$ cat src/design/hga_ram.sv
module hga_ram #(
   parameter int WIDTH = 8,
   parameter int DEPTH = 16
) (
   input  logic                     clock,
   input  logic                     wr_en,
   input  logic [$clog2(DEPTH)-1:0] wr_addr,
   input  logic [WIDTH-1:0]         wr_data,
   input  logic [$clog2(DEPTH)-1:0] rd_addr,
   output logic [WIDTH-1:0]         rd_data
);

   logic [WIDTH-1:0] mem [DEPTH];

   // Write one entry; register the read data
   always_ff @(posedge clock) begin
      if (wr_en) begin
         mem[wr_addr] <= wr_data;
      end
      rd_data <= mem[rd_addr];
   end

endmodule

$ cat config.mk
export PLATFORM = sky130hd
export DESIGN_NAME = hga_ram
export DESIGN_NICKNAME = d
export VERILOG_FILES = /design/src/design/hga_ram.sv
export SDC_FILE = /design/constraint.sdc
export NUM_CORES = 1
export LEC_CHECK = 0
export ABC_AREA = 1
export BUFFER_PORTS_ARGS = -buffer_cell sky130_fd_sc_hd__buf_2
export CAP_MARGIN = 20
export CORE_AREA = 2 2 106 118
export CTS_BUF_LIST = sky130_fd_sc_hd__clkbuf_2 sky130_fd_sc_hd__clkbuf_4 sky130_fd_sc_hd__clkbuf_8
export DETAILED_ROUTE_END_ITERATION = 8
export DIE_AREA = 0 0 108 120
export HOLD_SLACK_MARGIN = 0.05
export PLACE_DENSITY_LB_ADDON = 0.1
export SKIP_CTS_REPAIR_TIMING = 1
export SLEW_MARGIN = 20
export SYNTH_ARGS = -nofsm -noshare
export SYNTH_HDL_FRONTEND = slang
export SYNTH_SLANG_ARGS = --single-unit
$ cat constraint.sdc
create_clock -name clock -period 1.4 [get_ports clock]
set_input_delay 0.14 -clock clock [delete_from_list [all_inputs] [get_ports clock]]
set_output_delay 0.14 -clock clock [all_outputs]
set_load 0.01 [all_outputs]
; After elaboration in Yosys (flattened, before gate mapping)
; Memories as Yosys holds them, arrays and structs flattened. A register that Yosys moved wholly into a read port is not among the register bits.
; Cells that the tools add are included.
[totals]
output_inout_bits = 8
ram_bits = 128
elab_cells = 3
register_bits = 0
n_memories = 1
[classes]
mux = 2
[memory_table]
columns = name, words, word_bits, read_ports, rd_ports_with_merged_regs, wr, line_no
row1 = mem, 16, 8, 1, 1, 1, 13  ; logic [WIDTH-1:0] mem [DEPTH];
[op_table]
columns = cell, count
row1 = $mux 1, 2

; Logic depth before layout (Yosys ltp)
; Gate-level depths: netlist of the first run.
[depth]
depth_word = 2
mapped_depth = 8
mapped_depth_nobuf = 7

; Worst setup path after synthesis of the first run
; No wires, ideal clock.
[synth_timing]
path_kind = input -> register
startpoint = input port wr_addr[2]
endpoint = memory mem[10][0] (enable)
required_ns = 1.030
slack_ns = 0.309
arrival_time_ns = 0.721
stages = 2
setup_ns = 0.370
path_cell_list = nand3b_1 -> nor2_1
[synth_rtl]
columns = element, line_no
row1 = from (decl), 7  ; input logic [$clog2(DEPTH)-1:0] wr_addr,
row2 = to (decl), 13
; No word-level cell before the write port.

==> summary.md, run 1 <==
| Metric | Value |
|---|---|
| Power per cell area | 1330 nW/µm² |
| Worst-Skew Late Latency | 440 ps |
| TritonRoute pass-1 iters | 4 |
| Sequential area share after synthesis | 0.694 |
| Multi-input logic area | 1210 µm² |
| Final setup violation count | 0 |
| Post-synthesis mux area share | 0 |
| Die H | 120 µm |
| XOR/XNOR Fraction of Synth Area | 0 |
| Setup Skew | 10.1 ps |
| Worst EP arrival | 1430 ps |
| Clk pwr share | 0.412 |
| Post-DRT Antenna Nets | 0 |
| Port Buf Inserts | 25 |
| DP Worst Slack | 86.7 ps |
| Routed vias | 3,777 |
| First-pass GRT wire length | 20,100 µm |
| Post-synthesis cell type count | 12 |
| Worst EP required | 1740 ps |
| Achievable Freq | 0.915 GHz |
| Placeable Area | 11,800 µm² |
| # fillers | 1,051 |
| Min-delay worst type | primary input to flop |
| Grt total ovfl | 0 |
| Via-to-Cell Ratio | 4.94 |
| Row Count | 42 |
| RSZ-0062 raised after global routing | no |
| Power share of the combinational group | 0.066 |
| Leakage | 2.88 nW |
| CTS sink cnt | 136 |
| Wirelength per Cell | 16.9 µm |
| Initial Util | 0.488 |
| Psw | 1.91 mW |
| Status | finished, final reports clean |
| Sum Neg Setup Slack | 0 ps |
| Post-Synthesis Cells | 551 |
| Die area | 13,000 µm² |
| Iteration-0 DRC Markers | 212 |
| Sw Ratio | 0.218 |
| Internal cell power | 6.85 mW |
| GRT Overall Usage | 0.215 |
| Initial antenna violation count | 0 |
| Final Hold Slack | 109 ps |
| Syn avg cell area | 10.5 µm² |
| Total wire length | 12,900 µm |
| Min cycle time layout | 1090 ps |
| Worst-Margin Slew | 397 ps |
| Clock Tree Root | clkbuf_8 |
| Largest family of logic cells by synthesized area | simple AND/OR/NAND/NOR gates |
| Yosys reg bits | 136 |
| Crit Path Class | flop to flop |
| CTS clk-pin slew, worst paths | 80 ps |
| Area growth, synth to finish | 14.4% |
| Vias in the first global route | 3,741 |
| Synth Area in Compound Gates | 0 |
| DP HPWL | 8110 µm |
| Share of layout cells above drive strength 1 | 0.139 |
| N_diodes | 0 |
| Register Area | 4000 µm² |
| Global placer's final weighted congestion | 0.795 |
| H-tree level count | 4 |
| Synthesized area | 5770 µm² |
| Slew margin rel. | 0.736 |
| Startpoint Class | flop |
| Yosys warnings | 0 |
| Pin count of the biggest net entering global routing | 65 |
| Max Slew Vio Count | 0 |
| Die W | 108 µm |
| Max Cap Viol | 0 |
| Post-Syn Nets | 569 |
| Synth Area in Adders | 0 |
| Seq pwr share | 0.522 |
| Worst setup EP type | flop |
| CTS tree | done |
| Simple logic cell fraction of the synthesized area | 0.210 |
| Io pins | 26 |
| Slack of the critical path | 307 ps |
| Final nets | 615 |
| CP Max Fanout | 1 |
| Finished Core Util | 0.558 |
| Final Hold Vio Count | 0 |
| VDD IR max | 0.648 mV |
| Bufs on Longest Clock Path | 2 |
| Final worst-path cycle share | 0.781 |
| Num CTS Buffers | 17 |
| DRC Markers | 0 |
## critical path, cell delays in order (launching register included)
cell,delay [ps]
edfxtp_1,360
inv_1,60
nand2_1,50
nand3_1,100
nand3_1,140
nand3_1,200
nand2_1,80
## cell type report
cell class,count,area share
Clock buffer,21,0.0438
Sequential cell,136,0.607
Timing Repair Buffer,51,0.0524
Inverter,102,0.0580
Tap cell,154,0.0292
Multi-Input combinational cell,289,0.184
Clock inverter,11,0.0256
## sequential cells by signal (all words and copies together), names as in the netlist
signal and flops:
mem 128, rd_data 8
## power groups by stage
| stage | clock network, mW | registers, mW | logic [mW] |
|---|---|---|---|
| 2_1_floorplan | 0 | 4.67 | 0.321 |
| 3_3_place_gp | 0 | 4.66 | 0.572 |
| 3_5_place_dp | 0 | 4.66 | 0.579 |
| 4_1_cts | 3.67 | 4.57 | 0.582 |
| 5_1_grt | 3.81 | 4.58 | 0.638 |
| 6_report | 3.61 | 4.57 | 0.574 |
## worst paths after layout
check / startpoint / end / slack (ps) / cells past startpoint
worst max-delay path: mem[5][4] / rd_data[4] / 310 / 6
worst min-delay path: wr_data[1] / mem[4][1] / 110 / 1
worst max register to register: mem[5][4] / rd_data[4] / 310 / 6
worst min register to register: mem[10][6] / rd_data[6] / 680 / 6
## layout by cell type (no fill, tap or decap)
master | Yosys | layout
clkinv_2 | 0 | 2
nor2_1 | 17 | 17
clkbuf_8 | 0 | 21
nand3_1 | 97 | 97
buf_4 | 4 | 24
buf_2 | 13 | 25
inv_2 | 2 | 2
dfxtp_1 | 8 | 8
edfxtp_1 | 128 | 128
buf_12 | 0 | 2
clkinvlp_4 | 0 | 4
clkinv_4 | 0 | 1
inv_1 | 100 | 100
bufinv_16 | 0 | 4
nand2_1 | 173 | 173
nand3b_1 | 2 | 2
## synthesized netlist by cell type (all sizes together)
library cell    n  area (µm²)
buf            24         166
nor2           17        63.8
nand3b          2        15.0
edfxtp        128        3840
dfxtp           8         160
inv           102         383
nand3          97         485
nand2         173         649
## metal layers
| layer | wire length [µm] | vias to the layer above | track usage |
|---|---|---|---|
| met5 | 0 | - | 0 |
| li1 | - | 1858 | - |
| met1 | 5500 | 1779 | 0.274 |
| met4 | 327 | 0 | 0.0905 |
| met2 | 6430 | 114 | 0.358 |
| met3 | 648 | 26 | 0.0402 |
## through the flow
step	power (mW)	cell area [µm²]	instances
2_1_floorplan	4.99	5770	551
3_3_place_gp	5.23	6140	732
3_5_place_dp	5.24	6140	732
4_1_cts	8.83	6600	764
5_1_grt	9.03	6600	764
6_report	8.76	6600	764
## kinds of logic (layout without fill, tap and decap cells)
kind of cell / Yosys count / count (layout)
and+or+nand+nor: 289 / 289
DFF: 136 / 136
buffers and inverters: 126 / 185
(Power assumes the default switching activity.)
==> run 2, diff against run 1 <==
--- a/config.mk
+++ b/config.mk
@@ -5,13 +5,13 @@
 export SDC_FILE = /design/constraint.sdc
 export NUM_CORES = 1
 export LEC_CHECK = 0
-export ABC_AREA = 1
+export ABC_AREA = 0
 export BUFFER_PORTS_ARGS = -buffer_cell sky130_fd_sc_hd__buf_2
 export CAP_MARGIN = 20
-export CORE_AREA = 2 2 106 118
+export CORE_AREA = 2 2 100 112
 export CTS_BUF_LIST = sky130_fd_sc_hd__clkbuf_2 sky130_fd_sc_hd__clkbuf_4 sky130_fd_sc_hd__clkbuf_8
 export DETAILED_ROUTE_END_ITERATION = 8
-export DIE_AREA = 0 0 108 120
+export DIE_AREA = 0 0 102 114
 export HOLD_SLACK_MARGIN = 0.05
 export PLACE_DENSITY_LB_ADDON = 0.1
 export SKIP_CTS_REPAIR_TIMING = 1
==> constraint.sdc (replaced) <==
create_clock -name clock -period 1 [get_ports clock]
set_input_delay 0.1 -clock clock [delete_from_list [all_inputs] [get_ports clock]]
set_output_delay 0.1 -clock clock [all_outputs]
set_load 0.01 [all_outputs]
==> summary.md, run 2 <==
| Metric | Value |
|---|---|
| DP HPWL | 6360 µm (-22%) |
| Placed cell count | 423 (-42%) |
| Post-synth EDFFs | 128 (unchanged) |
| Most common cell after layout, fill and taps aside | edfxtp_1 |
| Leakage | 2.09 nW (-27%) |
| Grt total ovfl | 0 (unchanged) |
| Post-synth top cells | edfxtp_1, mux4_2, a22oi_1, mux4_1, nor2_1 |
| Iteration-0 DRC Markers | 133 (-37%) |
| Sw Ratio | 0.213 (-0.00486) |
| Io pins | 26 (unchanged) |
| DRC Markers | 0 (unchanged) |
| Top Registers | mem: 128 flops, rd_data: 8 flops |
| CTS clk-pin slew, worst paths | 80 ps (about the same) |
| First-pass GRT wire length | 14,800 µm (-26%) |
| Psw | 2.42 mW (+27%) |
| Ranking of synthesized cells by area | edfxtp_1, mux4_2, mux4_1, dfxtp_1, a22oi_1 |
| Post-synth top area cell | edfxtp_1 |
| Port Buf Inserts | 25 (unchanged) |
| Internal cell power | 8.96 mW (+31%) |
| Initial Util | 0.485 (-0.00258) |
| Die H | 114 µm (-5.0%) |
| Sum Neg Setup Slack | -2040 ps (-2040 ps) |
| Final nets | 321 (-48%) |
| Max Slew Vio Count | 0 (unchanged) |
| Final Hold Vio Count | 0 (unchanged) |
| Final Hold Slack | 215 ps (+106 ps) |
| N_diodes | 0 (unchanged) |
| Clock Tree Root | clkbuf_8 |
| XOR/XNOR Fraction of Synth Area | 0 (unchanged) |
| DP Worst Slack | -515 ps (-602 ps) |
| Dominant cell by count in the synthesized netlist | edfxtp_1 |
| Worst-Margin Slew | 929 ps (+532 ps) |
| Die area | 11,600 µm² (-10%) |
| VDD IR max | 0.767 mV (+18%) |
| Placeable Area | 10,600 µm² (-10%) |
| Slack of the critical path | -277 ps (-585 ps) |
| Post-Synthesis Cells | 229 (-58%) |
| Total wire length | 9680 µm (-25%) |
| Initial antenna violation count | 0 (unchanged) |
| Vias in the first global route | 2,574 (-31%) |
| Final worst-path cycle share | 1.28 (+0.497) |
| Register bank with the most flops | mem |
| Yosys reg bits | 136 (unchanged) |
| Via-to-Cell Ratio | 5.29 (+7.0%) |
| Share of the synthesized area in the top cell type | 0.747 (+0.0802) |
| Yosys warnings | 0 (unchanged) |
| Achievable Freq | 0.783 GHz (-14%) |
| Startpoint Class | flop |
| Wirelength per Cell | 20.9 µm (+24%) |
| Bufs on Longest Clock Path | 2 (unchanged) |
| Final setup violation count | 9 (+9) |
| Seq pwr share | 0.564 (+0.042) |
| Num CTS Buffers | 17 (unchanged) |
| Setup Skew | 10.2 ps (+0.0664 ps) |
| Failing checks | setup timing |
| Crit Path Class | flop to flop |
| Area growth, synth to finish | 23.7% |
| CTS tree | done |
| Syn avg cell area | 22.5 µm² (+110%) |
| Slew margin rel. | 0.379 (-0.356) |
| Synth Area in Compound Gates | 0.0233 (+0.0233) |
| Row Count | 40 (-4.8%) |
| Worst setup EP type | flop |
| Max Cap Viol | 0 (unchanged) |
| Post-synthesis mux area share | 0.150 (+0.150) |
| Async set-reset flop share out of synthesis | 0 (unchanged) |
| Power share of the combinational group | 0.067 (about the same) |
| Synthesized area | 5150 µm² (-11%) |
| Synth Area in Adders | 0 (unchanged) |
| H-tree level count | 4 (unchanged) |
| Number of flip-flops under the largest register name | 128 (unchanged) |
| Status | finished with violations |
| Finished Core Util | 0.600 (+0.0425) |
| Die W | 102 µm (-5.6%) |
| Post-synthesis cell type count | 19 (+7) |
| RSZ-0062 raised after global routing | yes |
| Primary FF master, synth | edfxtp_1 |
| GRT Overall Usage | 0.187 (-0.0273) |
| Global placer's final weighted congestion | 0.728 (-8.4%) |
| Pin count of the biggest net entering global routing | 20 (-69%) |
| Post-DRT Antenna Nets | 0 (unchanged) |
| Post-Syn Nets | 247 (-57%) |
| Power per cell area | 1790 nW/µm² (+35%) |
| Min-delay worst type | primary input to flop |
| Share of layout cells above drive strength 1 | 0.456 (+0.316) |
| Sequential area share after synthesis | 0.778 (+0.0835) |
| Worst EP arrival | 1580 ps (+150 ps) |
| Worst-Skew Late Latency | 430 ps (about the same) |
| Clk pwr share | 0.369 (-0.043) |
| Simple logic cell fraction of the synthesized area | 0.0318 (-0.179) |
| Final cell count without fillers | 463 (-39%) |
| Commonest non-fill, non-tap cells in the layout | edfxtp_1, mux4_2, buf_2, clkbuf_8, buf_12 |
| Worst EP required | 1310 ps (-430 ps) |
| CTS sink cnt | 136 (unchanged) |
| CP Max Fanout | 1 (unchanged) |
| Min cycle time layout | 1280 ps (+185 ps) |
| Largest family of logic cells by synthesized area | multiplexers |
| Routed vias | 2,450 (-35%) |
| TritonRoute pass-1 iters | 4 (unchanged) |
## run 2: cell count changes in the layout (fill, tap and decap cells not counted), moves of 8 or more
cell / before / now
nand3_1: 97 / 1
nor2_2: 0 / 8
mux4_2: 0 / 32
dlygate4sd3_1: 0 / 8
nand2_1: 173 / 9
buf_12: 2 / 17
inv_1: 100 / 0
buf_4: 24 / 15
nor2_1: 17 / 2
a22oi_1: 0 / 13
## run 2: metrics by stage
stage / power, mW / area (µm²)
after floorplan: 6.91 / 5210
after detailed placement: 7.25 / 5850
after CTS: 11.4 / 6230
after global placement: 7.24 / 5850
final: 11.4 / 6370
after global routing: 11.8 / 6370
## run 2: kinds of logic after synthesis
kind of cell           count (synthesis)
buffers and inverters                 10
AOI/OAI and AO/OA                     16
muxes                                 32
and+or+nand+nor                       35
DFF                                  136
## run 2: path summary, 6_finish.rpt
path                            cells past startpoint  startpoint  slack (ps)    endpoint
worst max-delay path                                3  mem[10][2]        -280  rd_data[2]
worst min register to register                      3   mem[5][1]         680  rd_data[1]
worst max register to register                      3  mem[10][2]        -280  rd_data[2]
worst min-delay path                                4  rd_addr[3]         210  rd_data[7]
## run 2: critical path, cell delays in order (launching register included)
cell	delay [ps]
edfxtp_1	370
mux4_2	460
a22oi_1	240
nand2_1	90
## run 2: cell type report
| type | count | area, µm² |
|---|---|---|
| Clock buffer | 18 | 241 |
| Multi-Input combinational cell | 83 | 1100 |
| Sequential cell | 136 | 4010 |
| Tap cell | 147 | 184 |
| Clock inverter | 14 | 134 |
| Timing Repair Buffer | 65 | 696 |
| Fill cell | 784 | 4240 |
## run 2: power groups by stage
stage / Clock [mW] / Combinational, mW / Sequential [mW]
after global placement: 0 / 0.703 / 6.53
after global routing: 4.54 / 0.829 / 6.43
after detailed placement: 0 / 0.712 / 6.53
after floorplan: 0 / 0.372 / 6.54
final: 4.20 / 0.759 / 6.42
after CTS: 4.28 / 0.714 / 6.41
## run 2: metal layers
layer  GRT usage  vias to the layer above  share of wire
met5           0                        -              0
met4      0.0507                        0         0.0084
met3      0.0692                        9          0.039
met2       0.301                       54           0.53
met1       0.244                     1281           0.42
li1            -                     1106              -
